===== config.mk =====
export PLATFORM = sky130hd
export DESIGN_NAME = fwc_ctrl
export DESIGN_NICKNAME = d
export VERILOG_FILES = /design/src/rtl/core/fwc_pkg.sv /design/src/rtl/core/fwc_ctrl.sv
export VERILOG_INCLUDE_DIRS = /design/src /design/src/rtl/core
export SDC_FILE = /design/constraint.sdc
export NUM_CORES = 1
export LEC_CHECK = 0
export ABC_CLOCK_PERIOD_IN_PS = 5300
export BUFFER_PORTS_ARGS = -buffer_cell sky130_fd_sc_hd__buf_2
export CAP_MARGIN = 10
export CELL_PAD_IN_SITES_DETAIL_PLACEMENT = 0
export CELL_PAD_IN_SITES_GLOBAL_PLACEMENT = 1
export CORE_UTILIZATION = 42
export CTS_CLUSTER_DIAMETER = 120
export CTS_CLUSTER_SIZE = 10
export DETAILED_ROUTE_END_ITERATION = 10
export GPL_TIMING_DRIVEN = 1
export PLACE_DENSITY_LB_ADDON = 0.1
export SLEW_MARGIN = 20
export SYNTH_ARGS = -nofsm -noshare
export SYNTH_HDL_FRONTEND = slang
export SYNTH_SLANG_ARGS = --single-unit

===== constraint.sdc =====
create_clock -name clk -period 5.3 [get_ports clk]
set_input_delay 1.06 -clock clk [delete_from_list [all_inputs] [get_ports clk]]
set_output_delay 1.06 -clock clk [all_outputs]
set_load 0.05 [all_outputs]

===== src/rtl/core/assert_macros.svh =====
// Assertion helpers for the core RTL.
`ifndef ASSERT_MACROS_SVH
`define ASSERT_MACROS_SVH
`ifndef SYNTHESIS
// Same-cycle implication.
`define ASSERT_IMPLY(lbl, clk, rst_n, a, c) \
  lbl: assert property (@(posedge clk) disable iff (!rst_n) (a) |-> (c)) \
    else $error("assertion failed");
// Next-cycle implication.
`define ASSERT_NEXT(lbl, clk, rst_n, a, c) \
  lbl: assert property (@(posedge clk) disable iff (!rst_n) (a) |=> (c)) \
    else $error("assertion failed");
`else
`define ASSERT_IMPLY(lbl, clk, rst_n, a, c)
`define ASSERT_NEXT(lbl, clk, rst_n, a, c)
`endif
`endif


===== src/rtl/core/fwc_pkg.sv =====
`default_nettype none
package fwc_pkg;

  // Geometry
  localparam int WAYS           = 4;
  localparam int SETS           = 16;
  localparam int WORDS_PER_LINE = 16;
  localparam int MEM_WORDS      = 65536;

  localparam int WAY_W  = $clog2(WAYS);
  localparam int SET_W  = $clog2(SETS);
  localparam int OFF_W  = $clog2(WORDS_PER_LINE);
  localparam int MEM_AW = $clog2(MEM_WORDS);
  localparam int ADDR_W = 18;
  localparam int WORD_W = ADDR_W - 2;
  localparam int TAG_W  = WORD_W - OFF_W - SET_W;
  localparam int LW_AW  = WAY_W + SET_W + OFF_W;
  localparam int CNT_W  = MEM_AW;

  // Request opcodes
  localparam logic [1:0] OP_READ    = 2'd0;
  localparam logic [1:0] OP_WRITE   = 2'd1;
  localparam logic [1:0] OP_PRELOAD = 2'd2;

  typedef struct packed {
    logic [1:0]        opcode;
    logic [ADDR_W-1:0] address;
    logic [31:0]       wr_word;
  } req_t;

  typedef struct packed {
    logic [31:0]      rd_word;
    logic             hit;
    logic             wrote_back;
    logic [WAY_W-1:0] way_used;
  } rsp_t;

  // Datapath commands
  typedef enum logic [2:0] {
    DP_NOP,
    DP_CLEAR,
    DP_CAPTURE,
    DP_LOOKUP,
    DP_WB_RD,
    DP_FILL_RD,
    DP_ACCESS,
    DP_LOAD_OUT
  } dp_op_t;

  typedef struct packed {
    dp_op_t           op;
    logic [CNT_W-1:0] idx;
  } cmd_t;

  typedef struct packed {
    logic       hit;
    logic       victim_dirty;
    logic [1:0] opcode;
  } st_t;

endpackage
`default_nettype wire


===== src/rtl/core/fwc_ctrl.sv =====
`default_nettype none
`include "assert_macros.svh"
module fwc_ctrl (
  input  wire logic          clk,
  input  wire logic          rst_n,
  input  wire logic          in_valid,
  output logic               in_stall,
  output logic               out_valid,
  input  wire logic          out_stall,
  input  wire fwc_pkg::st_t  st,
  output fwc_pkg::cmd_t      cmd
);
  import fwc_pkg::*;

  typedef enum logic [3:0] {
    ST_CLEAR,
    ST_IDLE,
    ST_LOOKUP,
    ST_WB,
    ST_WB_DRAIN,
    ST_FILL,
    ST_FILL_DRAIN,
    ST_ACCESS,
    ST_RESP
  } state_t;

  localparam logic [OFF_W-1:0] LINE_LAST = OFF_W'(WORDS_PER_LINE - 1);
  localparam logic [CNT_W-1:0] MEM_LAST  = CNT_W'(MEM_WORDS - 1);

  state_t           state_r, state_nxt;
  logic [CNT_W-1:0] cnt_r, cnt_nxt;
  logic             out_valid_r, out_valid_nxt;
  logic             can_load;

  assign can_load = !out_valid_r || !out_stall;
  assign in_stall  = (state_r != ST_IDLE);
  assign out_valid = out_valid_r;

  // Next state
  always_comb begin
    state_nxt     = state_r;
    cnt_nxt       = cnt_r;
    out_valid_nxt = out_valid_r && out_stall;
    case (state_r)
      ST_CLEAR: begin
        cnt_nxt = cnt_r + CNT_W'(1);
        if (cnt_r == MEM_LAST) begin
          state_nxt = ST_IDLE;
          cnt_nxt   = '0;
        end
      end
      ST_IDLE: begin
        if (in_valid) state_nxt = ST_LOOKUP;
      end
      ST_LOOKUP: begin
        cnt_nxt = '0;
        if (st.opcode != OP_READ && st.opcode != OP_WRITE) state_nxt = ST_RESP;
        else if (st.hit) state_nxt = ST_ACCESS;
        else if (st.victim_dirty) state_nxt = ST_WB;
        else state_nxt = ST_FILL;
      end
      ST_WB: begin
        cnt_nxt = cnt_r + CNT_W'(1);
        if (cnt_r[OFF_W-1:0] == LINE_LAST) state_nxt = ST_WB_DRAIN;
      end
      ST_WB_DRAIN: begin
        cnt_nxt   = '0;
        state_nxt = ST_FILL;
      end
      ST_FILL: begin
        cnt_nxt = cnt_r + CNT_W'(1);
        if (cnt_r[OFF_W-1:0] == LINE_LAST) state_nxt = ST_FILL_DRAIN;
      end
      ST_FILL_DRAIN: state_nxt = ST_ACCESS;
      ST_ACCESS:     state_nxt = ST_RESP;
      ST_RESP: begin
        if (can_load) begin
          out_valid_nxt = 1'b1;
          state_nxt     = ST_IDLE;
        end
      end
      default: state_nxt = ST_IDLE;
    endcase
  end

  // State and registered outputs
  always_ff @(posedge clk) begin
    if (!rst_n) begin
      state_r     <= ST_CLEAR;
      cnt_r       <= '0;
      out_valid_r <= 1'b0;
    end else begin
      state_r     <= state_nxt;
      cnt_r       <= cnt_nxt;
      out_valid_r <= out_valid_nxt;
    end
  end

  // Datapath command decode
  always_comb begin
    cmd.op  = DP_NOP;
    cmd.idx = cnt_r;
    case (state_r)
      ST_CLEAR:  cmd.op = DP_CLEAR;
      ST_IDLE:   if (in_valid) cmd.op = DP_CAPTURE;
      ST_LOOKUP: cmd.op = DP_LOOKUP;
      ST_WB:     cmd.op = DP_WB_RD;
      ST_FILL:   cmd.op = DP_FILL_RD;
      ST_ACCESS: cmd.op = DP_ACCESS;
      ST_RESP:   if (can_load) cmd.op = DP_LOAD_OUT;
      default:   cmd.op = DP_NOP;
    endcase
  end

  `ASSERT_IMPLY(a_accept_ready, clk, rst_n, in_valid && !in_stall, state_r == ST_IDLE)
  `ASSERT_NEXT(a_hit_access, clk, rst_n, state_r == ST_LOOKUP && st.hit && (st.opcode == OP_READ || st.opcode == OP_WRITE), state_r == ST_ACCESS)
  `ASSERT_NEXT(a_fill_done, clk, rst_n, state_r == ST_FILL_DRAIN, state_r == ST_ACCESS)

endmodule
`default_nettype wire


; ---- After elaboration in Yosys (flattened, before gate mapping)
; Cells that the tools add are included.
; W data, S select, Z words.
[word_totals]
n_memories = 0
input_bits = 8
regBits = 21
latchBits = 0
ram_bits = 0
mem_bits_ro = 0
out_inout_bits = 21
[op_classes]
mul = 0
n_eq_ne = 17
mux = 16
n_div = 0
order_cmp = 0
n_reduce_logical = 11
shift = 0
n_bitwise = 0
n_addsub = 1
[op_table]
columns = op, count
row1 = $pmux W16 S3, 1
row2 = $pmux W4 S9, 1
row3 = $mux W4, 6
row4 = $pmux W3 S7, 1
row5 = $add A16 B1 Y16 const B, 1
row6 = $eq A16 B16 Y1 const B, 1
row7 = $eq A4 B3 Y1 const B, 4
row8 = $mux W16, 1
row9 = $ne A2 B2 Y1 const B, 5
row10 = $mux W3, 3
row11 = $eq A4 B2 Y1 const B, 2
row12 = $eq A4 B4 Y1 const B, 2
row13 = $reduce_and A5 Y1, 1
row14 = $eq A4 B1 Y1 const B, 1
row15 = $logic_not A4 Y1, 1
row16 = $ne A4 B1 Y1 const B, 1
row17 = $reduce_or A2 Y1, 2
row18 = $reduce_bool A3 Y1, 1
row19 = $logic_and A1 B1 Y1, 2
row20 = $logic_not A1 Y1, 2
row21 = $mux W1, 2
row22 = $mux W2, 1
row23 = $ne A2 B1 Y1 const B, 1
row24 = $reduce_bool A2 Y1, 1
row25 = $logic_or A1 B1 Y1, 1

; ---- Logic depth before layout (Yosys ltp)
; Gate-level depths: netlist of the first run.
[depth]
ltp_word = 4
ltp_mapped = 7
mapped_depth_nobuf = 6

; ---- Least setup slack after synthesis of the first run
; OpenSTA, ideal clock, no wires.
[synth_path]
path_type = input to output
from = in in_valid
to = out cmd[17] (netlist bit)
path_stages = 4
setup_slack_ps = 1715
t_required_ps = 4240
arrival_ps = 2525
cell_sequence = nor2b_1 -> mux2i_1 -> o21a_1 -> o21ai_0
[synth_rtl]
columns = item, line_no
row1 = "start, declared", fwc_ctrl.sv:6  ; input wire logic in_valid,
row2 = "end, declared", fwc_ctrl.sv:11  ; output fwc_pkg::cmd_t cmd

==> results of run 1 <==
## layer usage
layer / share of wire / routed length, um / GRT usage
met1: 0.47 / 1260 / 0.211
met2: 0.48 / 1300 / 0.319
met3: 0.041 / 111 / 0.0249
met4: 0.0067 / 18 / 0.0523
met5: 0 / 0 / 0
## final timing paths
check                                 from   endpoint  slack [ps]
worst max-delay path            state_r[2]    cmd[18]        2110
worst min-delay path             out_valid  out_valid         530
worst max register to register  state_r[2]  cnt_r[15]        3390
worst min register to register   out_valid  out_valid         530
## per-stage QoR
step	util	total power, mW
finish	0.506	0.261
global route	0.506	0.273
floorplan	-	0.184
CTS	0.506	0.266
detailed placement	0.497	0.189
global placement	0.497	0.189
## worst register-to-register path, stage by stage (launching register included)
cell and delay, ps:
dfxtp_1 660, nor3b_1 120, or4_1 660, nor3_2 190, xnor2_1 150, nor2_2 40
## registers in the layout, summed over array words and instances, names as in the netlist
name / count
out_valid: 1
state_r: 4
cnt_r: 16
## power by group
part           leakage [nW]  switching [mW]  internal (mW)
registers             0.170         0.00286          0.160
logic                 0.336          0.0153        0.00711
clock network        0.0150          0.0466         0.0293
## cells in the final DEF, fill, tap and decap left out, drive strengths merged, types with 2 or more instances in the layout
cell type  count
buf           27
nor2          26
dfxtp         21
xnor2         14
nand2         13
inv            9
nand3          8
a21oi          7
o21ai          5
nor3           5
nand4          4
clkbuf         4
mux2i          3
o21a           3
nor4           3
nand2b         2
nor3b          2
o21bai         2
a211oi         2
or4            2
## cells by family (layout without fill, tap and decap cells)
| logic type | count (synthesis) | count (layout) | share of synthesized area |
|---|---|---|---|
| AOI/OAI and AO/OA | 26 | 26 | 0.143 |
| xor gates and xnor gates | 15 | 15 | 0.102 |
| adders and majority gates | 1 | 1 | 0.00970 |
| buffers and inverters | 19 | 40 | 0.0718 |
| DFF | 21 | 21 | 0.326 |
| muxes | 3 | 3 | 0.0233 |
| and+or+nand+nor | 72 | 72 | 0.325 |
## cell type report
type                            instances  area share
Timing Repair Buffer                   27      0.0944
Inverter                                9      0.0236
Tap cell                               31      0.0271
Multi-Input combinational cell        117       0.543
Clock buffer                            4      0.0184
Sequential cell                        21       0.294
==> results.toml, run 1 <==
[die]
fp.dieW_um = 57.4
coreArea_mm2 = 0.00283
die_h_um = 57.4
rows = 19
die-area_mm2 = 0.00330
pin_count = 29
start_util = 0.456

[clock_tree]
clk_latency_ps = 290
cts_hold_buf = 0
post-cts-setup-buffers = 0
cts-root-buf = "clkbuf_4"
clkTransAtPathRegs_ps = 120
clockBufferDepth = 2
numCtsBuffers = 3
cts_resized = 0
cts_sinks = 21
cts_tree = "yes"
htreeDepth = 1

[timing]
hold_slack_ps = 532
worst_pin_slew_ps = 511
maxClockFrequency_mhz = 314
setup_viol = 0
skew_ps = 4.32
finalHoldViolations = 0
fin_crit_sh = 0.601
grt_setup_unrepaired = "false"
setup_ws_ps = 2110
timing.final.crit_period_ps = 3190
slew-limit-headroom = 0.659
finalMaxSlewViolations = 0
setup_tns_ps = 0

[pwr]
total_leakage_power_nw = 0.521
peakVddDrop_mv = 0.122
power.density_mw_per_mm2 = 182

[yosys]
synth_cell_types = 43
syn_area_per_cell_um2 = 8.22
yosysMostFrequentCell = "dfxtp_1"
synth_edf_count = 0
synth_seq_cells = 21
async_reset_ff_frac = 0
netlist.area_leader.share = 0.326
synth-main-ff-cell = "dfxtp_1"
synth_area_leader_cell = "dfxtp_1"
syn-num-nets = 166
syn_inst = 157
ys_seq_area_frac = 0.326
syn-cell-area_mm2 = 0.00129
synth_common_cells = "21 x dfxtp_1, 16 x nor2_1, 14 x xnor2_1, 12 x nand2_1, 10 x nor2_2"
synth_area_leaders = "dfxtp_1 33%, xnor2_1 9.5%, nor2_2 4.8%"
yosysWarnings = 0

[drt]
ant_nets = 0
drcViolationCount = 2
vias = 1132
via_per_inst = 5.42
dr.pass1.iters = 7
wl_mm = 2.69
wire_per_inst_um = 12.8
drt_iter0_drc = 50

[place]
hpwl_mm = 1.99
gp_congestion = 0.834
place_ws_ps = 2240
placed_area_mm2 = 0.00141
placed_cells = 205
port-buffer-count = 27

[global_routing]
grt_pass1_wl_mm = 4.51
grt_overflow = 0
grt_max_degree = 18
antenna_found_initial = 0
grtUsageTotal = 0.175
grt_pass1_vias = 1010

[worst_setup_path]
r2r_cells = 5
critPathTopFamily = "simple AND/OR/NAND/NOR gates"
cp-end-kind = "output pin"
required_ps = 4240
cp.buffers_inverters = 1
cp_cell_sequence = "or4b_2, nand2b_1, o21ai_0, buf_2"
arrival_ps = 2130
critical_path.startpoint_type = "flop"
cp.depth = 4
cp_max_fo = 16
slowest_stage = "or4b_2"
critPathKind = "reg2out"
crit_path_max_incr_delay_ps = 750

[hold_path]
holdPathStages = 2
hold_path_class = "reg2reg"

[finish]
antenna_cells = 0
regArea_um2 = 420
multi_input_area_um2 = 777
stdcell_area_mm2 = 0.00143
syn_to_final_growth_pct = 11.0
final_nets = 188
fill_cells = 297
final_cells = 209
layout-drive-gt1-share = 0.287

[outcome]
status = "finished with violations"
violations = "DRC"

[flow_run]
max_cap_violations = 0
(Power assumes the default switching activity.)
==> run 2, diff against run 1 <==
Settings changed: ABC_CLOCK_PERIOD_IN_PS 5300 to 2720, CORE_UTILIZATION 42 to 35.
Clock period 5.3 ns to 2.72 ns, I/O delays scaled along.
==> results.toml, run 2 (synthesis results as in run 1) <==
[clock_tree]
cts_tree = "yes"
post-cts-setup-buffers = 0
htreeDepth = 1
clkTransAtPathRegs_ps = 80
cts_resized = 0
clockBufferDepth = 2
cts_hold_buf = 0
numCtsBuffers = 3
cts_sinks = 21
clk_latency_ps = 260
cts-root-buf = "clkbuf_8"

[finish]
final_cell_mix = "27 x buf_2, 21 x dfxtp_1, 16 x nor2_1"
largest_register = "cnt_r"
syn_to_final_growth_pct = 15.7
final_nets = 191
final_common_cell = "buf_2"
layout-drive-gt1-share = 0.304
antenna_cells = 0
stdcell_area_mm2 = 0.00149
largest_reg_flops = 16

[die]
rows = 21
die-area_mm2 = 0.00393
start_util = 0.375
pin_count = 29
coreArea_mm2 = 0.00344
fp.dieW_um = 62.7
die_h_um = 62.7

[timing]
hold_slack_ps = 550
timing.final.crit_period_ps = 2550
worst_pin_slew_ps = 443
setup_ws_ps = 173
fin_crit_sh = 0.936
slew-limit-headroom = 0.697
maxClockFrequency_mhz = 393
finalHoldViolations = 0
finalMaxSlewViolations = 0
skew_ps = 6.26
grt_setup_unrepaired = "false"
setup_viol = 0
setup_tns_ps = 0

[worst_setup_path]
cp.depth = 4
reg2reg_slack_ps = 810
cp_cell_sequence = "or4b_2, nand2b_1, o21ai_0, buf_2"
critPathTopFamily = "simple AND/OR/NAND/NOR gates"
arrival_ps = 2000
r2r_cells = 6
required_ps = 2180
cp_max_fo = 9
slowest_stage = "or4b_2"
critical_path.startpoint_type = "flop"
crit_path_max_incr_delay_ps = 670
cp.buffers_inverters = 1
cp-end-kind = "output pin"
critPathKind = "reg2out"

[place]
port-buffer-count = 27
gp_congestion = 0.796
placed_area_mm2 = 0.00145
place_ws_ps = 473
hpwl_mm = 2.11

[drt]
drcViolationCount = 0
routed.top_layer = "met4"
vias = 1158
dr_wl_met3_um = 101
ant_nets = 0
drt_iter0_drc = 60
wl_mm = 2.86
route.met2.wl_mm = 1.29
wl_met1_mm = 1.41
via_per_inst = 5.10
wire_per_inst_um = 12.6
dr.pass1.iters = 4

[global_routing]
antenna_found_initial = 0
grt_max_degree = 17
grtUsageTotal = 0.156
grt_overflow = 0
grt_pass1_vias = 1065
grt_pass1_wl_mm = 4.95

[hold_path]
hold_path_class = "reg2reg"
holdPathStages = 2

[outcome]
status = "complete, no violations"

[pwr]
power.density_mw_per_mm2 = 379
peakVddDrop_mv = 0.166
total_leakage_power_nw = 0.548
total_power_mw = 0.566

[flow_run]
max_cap_violations = 0
-- run 2: changes by cell type in the layout (fill, tap and decap cells not counted), sizes merged --
cell,before,now
buf,27,30
clkinv,0,1
clkbuf,4,3
-- run 2: final timing paths --
check,from,to
max,state_r[3],cmd[18]
min,cnt_r[7],cnt_r[7]
max reg2reg,cnt_r[0],cnt_r[14]
min reg2reg,cnt_r[7],cnt_r[7]
-- run 2: metal layers --
metal / vias up / GRT usage
met5: - / 0
met4: 0 / 0.0640
met3: 7 / 0.0328
met2: 21 / 0.245
met1: 543 / 0.206
li1: 587 / -
-- run 2: stage by stage --
step,std cells,util
after detailed placement,223,0.420
after global routing,227,0.434
after CTS,227,0.434
final,227,0.434
after global placement,223,0.420
after floorplan,157,-
-- run 2: final cells by class --
class,count,area [um^2]
Inverter,9,33.8
Fill cell,368,1950
Sequential cell,21,420
Clock inverter,1,5.00
Timing Repair Buffer,30,158
Clock buffer,3,41.3
Tap cell,46,57.6
Multi-Input combinational cell,117,777
-- run 2: power by group --
part           switching, mW  leakage (nW)  internal (mW)
registers            0.00576         0.170          0.311
clock network          0.103        0.0255          0.102
logic                 0.0300         0.353         0.0140
-- run 2: tightest hold or removal path: cells and delay by family (launching register included) --
family | cells | cell delay [ps]
xor gates and xnor gates | 1 | 90
DFF | 1 | 360
and+or+nand+nor | 1 | 60
